$ cat config.mk
export PLATFORM = sky130hd
export DESIGN_NAME = length_prefixed_frame_splitter
export DESIGN_NICKNAME = d
export VERILOG_FILES = /design/src/rtl/lpfs_pkg.sv /design/src/rtl/length_prefixed_frame_splitter.sv /design/src/rtl/lpfs_parser.sv /design/src/rtl/lpfs_out_reg.sv
export SDC_FILE = /design/constraint.sdc
export NUM_CORES = 1
export LEC_CHECK = 0
export ABC_AREA = 1
export BUFFER_PORTS_ARGS = -buffer_cell sky130_fd_sc_hd__buf_4
export CORE_AREA = 2 2 144 174
export CTS_BUF_LIST = sky130_fd_sc_hd__clkbuf_8
export DETAILED_ROUTE_END_ITERATION = 8
export DIE_AREA = 0 0 146 176
export MAX_ROUTING_LAYER = met4
export PLACE_DENSITY = 0.56
export SLEW_MARGIN = 15
export SYNTH_ARGS = -nofsm -noshare
export SYNTH_HDL_FRONTEND = slang
export SYNTH_SLANG_ARGS = --single-unit
$ cat constraint.sdc
create_clock -name clock -period 14.88 [get_ports clock]
set_clock_uncertainty 0.15 [all_clocks]
set_input_delay 0.744 -clock clock [delete_from_list [all_inputs] [get_ports clock]]
set_output_delay 0.744 -clock clock [all_outputs]
set_load 0.005 [all_outputs]
$ cat src/rtl/lpfs_pkg.sv
// shared constants and types for the length-prefixed frame splitter
`default_nettype none
package lpfs_pkg;

   localparam int unsigned HDR_BYTES           = 16;
   localparam int unsigned STORE_BYTES         = HDR_BYTES - 1;
   localparam int unsigned MAX_PAYLOAD_DEFAULT = 256;
   localparam int unsigned SIZE_W              = 9;

   localparam logic KIND_HEADER  = 1'b0;
   localparam logic KIND_PAYLOAD = 1'b1;

   typedef struct packed {
      logic              kind;
      logic [31:0]       sender;
      logic [31:0]       code;
      logic [31:0]       msg_type;
      logic [SIZE_W-1:0] payload_size;
      logic              size_error;
      logic [7:0]        payload_byte;
      logic              last_byte;
   } result_type;

endpackage
`default_nettype wire

$ cat src/rtl/length_prefixed_frame_splitter.sv
// top level of the length-prefixed frame splitter
//
// req channel: one stream byte per word (req_data_byte), valid/stall handshake.
// rsp channel: one result word per header or payload byte, valid/stall.
// a message is a 16-byte header of four little-endian words (sender, code,
// type, size) followed by size payload bytes. the sixteenth header byte
// yields a header word; every payload byte yields a payload word, the
// final one marked with rsp_last_byte. an empty payload or a size that is
// negative or above MAX_PAYLOAD marks last on the header word itself; a bad
// size also sets rsp_size_error and the next byte starts a new header.
// the result register puts a result on rsp in the cycle after its byte is accepted.
// throughput: one byte per cycle; the parser and the result register form
// one stage, so a byte is taken whenever the result register is empty or
// is being read in the same cycle.
// when the receiver stalls with a word held, req_stall rises and the
// stream holds until the word is taken. reset empties the result register
// and returns the parser to header collection.
`default_nettype none
module length_prefixed_frame_splitter #(
   parameter int unsigned MAX_PAYLOAD = lpfs_pkg::MAX_PAYLOAD_DEFAULT
) (
   input  wire logic                        clock,
   input  wire logic                        reset,
   input  wire logic                        req_valid,
   output logic                             req_stall,
   input  wire logic [7:0]                  req_data_byte,
   output logic                             rsp_valid,
   input  wire logic                        rsp_stall,
   output logic                             rsp_kind,
   output logic [31:0]                      rsp_sender,
   output logic [31:0]                      rsp_code,
   output logic [31:0]                      rsp_msg_type,
   output logic [lpfs_pkg::SIZE_W-1:0]      rsp_payload_size,
   output logic                             rsp_size_error,
   output logic [7:0]                       rsp_payload_byte,
   output logic                             rsp_last_byte
);

   logic                 ready;
   logic                 take;
   logic                 res_valid;
   lpfs_pkg::result_type res;
   lpfs_pkg::result_type rsp_data;

   assign req_stall = !ready;
   assign take      = req_valid && ready;

   lpfs_parser #(
      .MAX_PAYLOAD (MAX_PAYLOAD)
   ) u_parser (
      .clock     (clock),
      .reset     (reset),
      .take      (take),
      .data_byte (req_data_byte),
      .res_valid (res_valid),
      .res       (res)
   );

   lpfs_out_reg u_out_reg (
      .clock     (clock),
      .reset     (reset),
      .load      (take && res_valid),
      .res       (res),
      .rsp_stall (rsp_stall),
      .rsp_valid (rsp_valid),
      .rsp_data  (rsp_data),
      .ready     (ready)
   );

   assign rsp_kind         = rsp_data.kind;
   assign rsp_sender       = rsp_data.sender;
   assign rsp_code         = rsp_data.code;
   assign rsp_msg_type     = rsp_data.msg_type;
   assign rsp_payload_size = rsp_data.payload_size;
   assign rsp_size_error   = rsp_data.size_error;
   assign rsp_payload_byte = rsp_data.payload_byte;
   assign rsp_last_byte    = rsp_data.last_byte;

endmodule
`default_nettype wire

$ cat src/rtl/lpfs_parser.sv
// header collection, size check and payload byte counting
`default_nettype none
module lpfs_parser #(
   parameter int unsigned MAX_PAYLOAD = lpfs_pkg::MAX_PAYLOAD_DEFAULT
) (
   input  wire logic                clock,
   input  wire logic                reset,
   input  wire logic                take,
   input  wire logic [7:0]          data_byte,
   output logic                     res_valid,
   output lpfs_pkg::result_type     res
);

   localparam int unsigned BL_W  = $clog2(MAX_PAYLOAD + 1);
   localparam int unsigned CNT_W = $clog2(lpfs_pkg::HDR_BYTES);
   localparam logic [31:0] LIMIT = 32'(MAX_PAYLOAD);
   localparam logic [CNT_W-1:0] CNT_LAST = CNT_W'(lpfs_pkg::STORE_BYTES);

   logic                               in_payload_ff, in_payload_in;
   logic [CNT_W-1:0]                   header_count_ff, header_count_in;
   logic [BL_W-1:0]                    bytes_left_ff, bytes_left_in;
   logic [lpfs_pkg::STORE_BYTES-1:0][7:0] hdr_ff, hdr_in;

   logic [31:0] size_word;
   logic        size_err;
   logic        hdr_done;

   // the oldest header byte ends up at index 0 after fifteen shifts
   assign size_word = {data_byte, hdr_ff[14], hdr_ff[13], hdr_ff[12]};
   assign size_err  = size_word[31] || (size_word > LIMIT);
   assign hdr_done  = !in_payload_ff && (header_count_ff == CNT_LAST);

   always_comb begin
      in_payload_in   = in_payload_ff;
      header_count_in = header_count_ff;
      bytes_left_in   = bytes_left_ff;
      hdr_in          = hdr_ff;
      res_valid       = 1'b0;
      res             = '0;
      if (in_payload_ff) begin
         res_valid        = 1'b1;
         res.kind         = lpfs_pkg::KIND_PAYLOAD;
         res.payload_byte = data_byte;
         if (bytes_left_ff != '0) begin
            bytes_left_in = bytes_left_ff - BL_W'(1);
         end
         if (bytes_left_ff <= BL_W'(1)) begin
            res.last_byte = 1'b1;
            in_payload_in = 1'b0;
         end
      end else if (!hdr_done) begin
         hdr_in          = {data_byte, hdr_ff[lpfs_pkg::STORE_BYTES-1:1]};
         header_count_in = header_count_ff + CNT_W'(1);
      end else begin
         res_valid       = 1'b1;
         header_count_in = '0;
         res.kind        = lpfs_pkg::KIND_HEADER;
         res.sender      = {hdr_ff[3], hdr_ff[2], hdr_ff[1], hdr_ff[0]};
         res.code        = {hdr_ff[7], hdr_ff[6], hdr_ff[5], hdr_ff[4]};
         res.msg_type    = {hdr_ff[11], hdr_ff[10], hdr_ff[9], hdr_ff[8]};
         if (size_err) begin
            res.size_error = 1'b1;
            res.last_byte  = 1'b1;
            in_payload_in  = 1'b0;
            bytes_left_in  = '0;
         end else begin
            res.payload_size = size_word[lpfs_pkg::SIZE_W-1:0];
            if (size_word == 32'd0) begin
               res.last_byte = 1'b1;
               in_payload_in = 1'b0;
               bytes_left_in = '0;
            end else begin
               in_payload_in = 1'b1;
               bytes_left_in = size_word[BL_W-1:0];
            end
         end
      end
   end

   always_ff @(posedge clock) begin
      if (reset) begin
         in_payload_ff   <= 1'b0;
         header_count_ff <= '0;
         bytes_left_ff   <= '0;
      end else if (take) begin
         in_payload_ff   <= in_payload_in;
         header_count_ff <= header_count_in;
         bytes_left_ff   <= bytes_left_in;
      end
   end

   always_ff @(posedge clock) begin
      if (take) begin
         hdr_ff <= hdr_in;
      end
   end

endmodule
`default_nettype wire

$ cat src/rtl/lpfs_out_reg.sv
// result register between the parser and the result channel
`default_nettype none
module lpfs_out_reg (
   input  wire logic                 clock,
   input  wire logic                 reset,
   input  wire logic                 load,
   input  wire lpfs_pkg::result_type res,
   input  wire logic                 rsp_stall,
   output logic                      rsp_valid,
   output lpfs_pkg::result_type      rsp_data,
   output logic                      ready
);

   logic                 valid_ff, valid_in;
   lpfs_pkg::result_type data_ff;

   // room when empty or when the held word leaves this cycle
   assign ready = !valid_ff || !rsp_stall;

   always_comb begin
      valid_in = valid_ff;
      if (load) begin
         valid_in = 1'b1;
      end else if (!rsp_stall) begin
         valid_in = 1'b0;
      end
   end

   always_ff @(posedge clock) begin
      if (reset) begin
         valid_ff <= 1'b0;
      end else begin
         valid_ff <= valid_in;
      end
   end

   always_ff @(posedge clock) begin
      if (load) begin
         data_ff <= res;
      end
   end

   assign rsp_valid = valid_ff;
   assign rsp_data  = data_ff;

endmodule
`default_nettype wire
==> impl_metrics.json <==
{
  "post_drt_wl_per_cell_um": 13.6,
  "synth_top_area_share_pct": 74.7,
  "grt_pass1_wl_um": 26100,
  "crit_fanout": 72,
  "slew_viol_final": 0,
  "synth_most_common_cell": "edfxtp_1",
  "synth_top_area_cell": "edfxtp_1",
  "grt-ovfl-total": 0,
  "vias_per_cell": 4.37,
  "ys_seq_area_share_pct": 77.9,
  "diodes": 0,
  "grtUsageTotal_pct": 13.1,
  "synth-seq-cells": 251,
  "vdd_drop_max_uv": 49.2,
  "h-tree-depth": 2,
  "grt_setup_unrepaired": "no",
  "arrival_ns": 3.44,
  "worstSetupStartpoint": "u_parser.in_payload_ff",
  "r2r-start": "u_parser.in_payload_ff",
  "synth.net_count": 695,
  "clockBufferDepth": 3,
  "synth.area.top_cells": "edfxtp_1 75%, inv_1 5.8%, nor2_1 4.7%, nor2_4 3.9%, dfxtp_1 3.2%",
  "status": "finished clean",
  "die_h_um": 176,
  "setup_ws_ns": 11.43,
  "synth_cells": 680,
  "cts_tree": "built",
  "worst_pin_slew_ns": 1.10,
  "synth_cell_types": 30,
  "setup_viol": 0,
  "finalSetupTns_ns": 0,
  "hold_class": "in -> reg",
  "drc_errors": 0,
  "p_leak_uw": 0.00506,
  "maxCapViolCount": 0,
  "port_buffers": 129,
  "grt_start_max_net_pins": 98,
  "required_ns": 14.86,
  "drt-total-wl_um": 16200,
  "cts.clk_slew.worst_paths_ns": 0.06,
  "relSlewSlack_pct": 26.5,
  "max_freq_mhz": 290,
  "core_region_area_mm2": 0.0239,
  "synth_flop_cell": "edfxtp_1",
  "gp_congestion": 0.786,
  "insertion_delay_ns": 0.52,
  "critPathKind": "reg -> reg",
  "stdcell_area_mm2": 0.0115,
  "period_share_pct": 23.2,
  "hold_viol": 0,
  "std_cell_rows": 62,
  "reg2reg_to": "u_parser.hdr_ff[86]",
  "dieArea_mm2": 0.0257,
  "cts-resized-gates": 0,
  "drt-pass1-iter-count": 4,
  "async_reset_ff_share_pct": 0,
  "ant_nets": 0,
  "drive_above_1_share_pct": 26.1,
  "powerDensity_mw_per_mm2": 116,
  "postCtsSetupRepairBufs": 0,
  "rr_worst_depth": 5,
  "start_kind": "flop",
  "syn-cell-area_mm2": 0.00949,
  "endpoint": "u_parser.hdr_ff[86]",
  "die_x_um": 146,
  "post-place-ws_ns": 11.29,
  "clock-root-buffer": "clkbuf_8",
  "final_nets": 855,
  "avgSynthCellArea_um2": 14.0,
  "period_needed_ns": 3.45,
  "ios": 130,
  "reg2reg_slack_ns": 11.43,
  "area_delta_synth_final_pct": 21.1,
  "synthTopCellsByCount": "236 x edfxtp_1, 146 x inv_1, 120 x nor2_1",
  "end_kind": "flop",
  "cts_sinks": 251,
  "start_util_pct": 39.7,
  "vias": 5190,
  "yosys_warnings": 0,
  "cts_buffers": 40,
  "synth_edf_count": 236,
  "cts_hold_buf": 0,
  "dpl_cell_area_mm2": 0.0108,
  "grt_pass1_vias": 5122,
  "drt_iter0_markers": 333,
  "grt_antenna_before_repair": 0,
  "dp_hpwl_um": 9860
}
==> kinds of logic after synthesis <==
| kind of cell | synth area share [%] |
|---|---|
| AO/OA/AOI/OAI | 1.98 |
| adder cells (fa/ha/maj) | 0.396 |
| buffers and inverters | 7.07 |
| flip-flops | 77.9 |
| AND/OR/NAND/NOR | 12.7 |
==> flip-flops by register name, summed over array words and instances (netlist names) <==
register and flops:
u_out_reg.rsp_valid 1, u_parser.in_payload_ff 1, u_out_reg.rsp_data 116, u_parser.header_count_ff 4, u_parser.bytes_left_ff 9, u_parser.hdr_ff 120
==> worst min-delay path by stage <==
stage | from | endpoint | slack, ns | depth (start not counted)
2_1_floorplan | u_parser.hdr_ff[8] | u_parser.hdr_ff[0] | 0.28 | 0
3_3_place_gp | u_parser.hdr_ff[114] | u_parser.hdr_ff[106] | 0.28 | 0
3_5_place_dp | u_parser.hdr_ff[35] | u_parser.hdr_ff[27] | 0.28 | 0
4_1_cts | req_data_byte[7] | u_parser.hdr_ff[119] | 0.23 | 1
5_1_grt | req_data_byte[6] | u_parser.hdr_ff[118] | 0.24 | 1
6_report | req_data_byte[7] | u_parser.hdr_ff[119] | 0.27 | 1
==> power breakdown <==
| group | total [uW] | switching [uW] | internal (uW) |
|---|---|---|---|
| Clock | 517 | 247 | 270 |
| Combinational | 23.6 | 17.3 | 6.28 |
| Sequential | 799 | 9.43 | 789 |
==> metrics by stage <==
| step | util (%) | hold slack [ns] | std cells | total power, uW |
|---|---|---|---|---|
| floorplan | - | 0.276 | 680 | 828 |
| global route | 48.1 | 0.242 | 1187 | 1400 |
| global placement | 45.1 | 0.279 | 1118 | 836 |
| detailed placement | 45.1 | 0.282 | 1118 | 837 |
| finish | 48.1 | 0.275 | 1187 | 1340 |
| CTS | 48.1 | 0.235 | 1187 | 1360 |
==> cell usage in the layout, fill, tap and decap left out, types with 2 or more instances in the layout <==
cell type / Yosys / routed
a21oi_1: 17 / 17
buf_4: 2 / 133
clkbuf_8: 0 / 44
clkinv_1: 0 / 8
dfxtp_1: 15 / 15
edfxtp_1: 236 / 236
ha_1: 3 / 3
inv_1: 146 / 160
inv_6: 0 / 2
nand2_1: 42 / 42
nand2_2: 3 / 3
nand2_4: 2 / 2
nand3_1: 9 / 9
nand4_1: 13 / 13
nor2_1: 120 / 119
nor2_2: 2 / 2
nor2_4: 33 / 34
o21ai_0: 8 / 8
o21ai_1: 5 / 5
==> critical path, stage by stage (launching register included) <==
cell	delay, ns
dfxtp_1	0.60
inv_2	0.35
nand2_2	0.14
nor2_4	0.56
buf_4	0.45
buf_4	0.78
==> metal layers <==
metal,vias up,share of wire (%),GRT usage [%]
li1,2546,-,-
met1,2431,44,17.0
met2,181,46,19.9
met3,32,7.6,3.67
met4,0,2.2,4.61
met5,-,0,-
==> layout make-up <==
cell class	instances	area (um^2)
clock buffer	44	606
tap	320	400
timing repair buffer	133	998
clock inverter	25	100
fill	2173	12400
sequential	251	7390
multi-input combinational	266	1440
inverter	148	563
No activity file was read; power rests on OpenSTA's default activity.
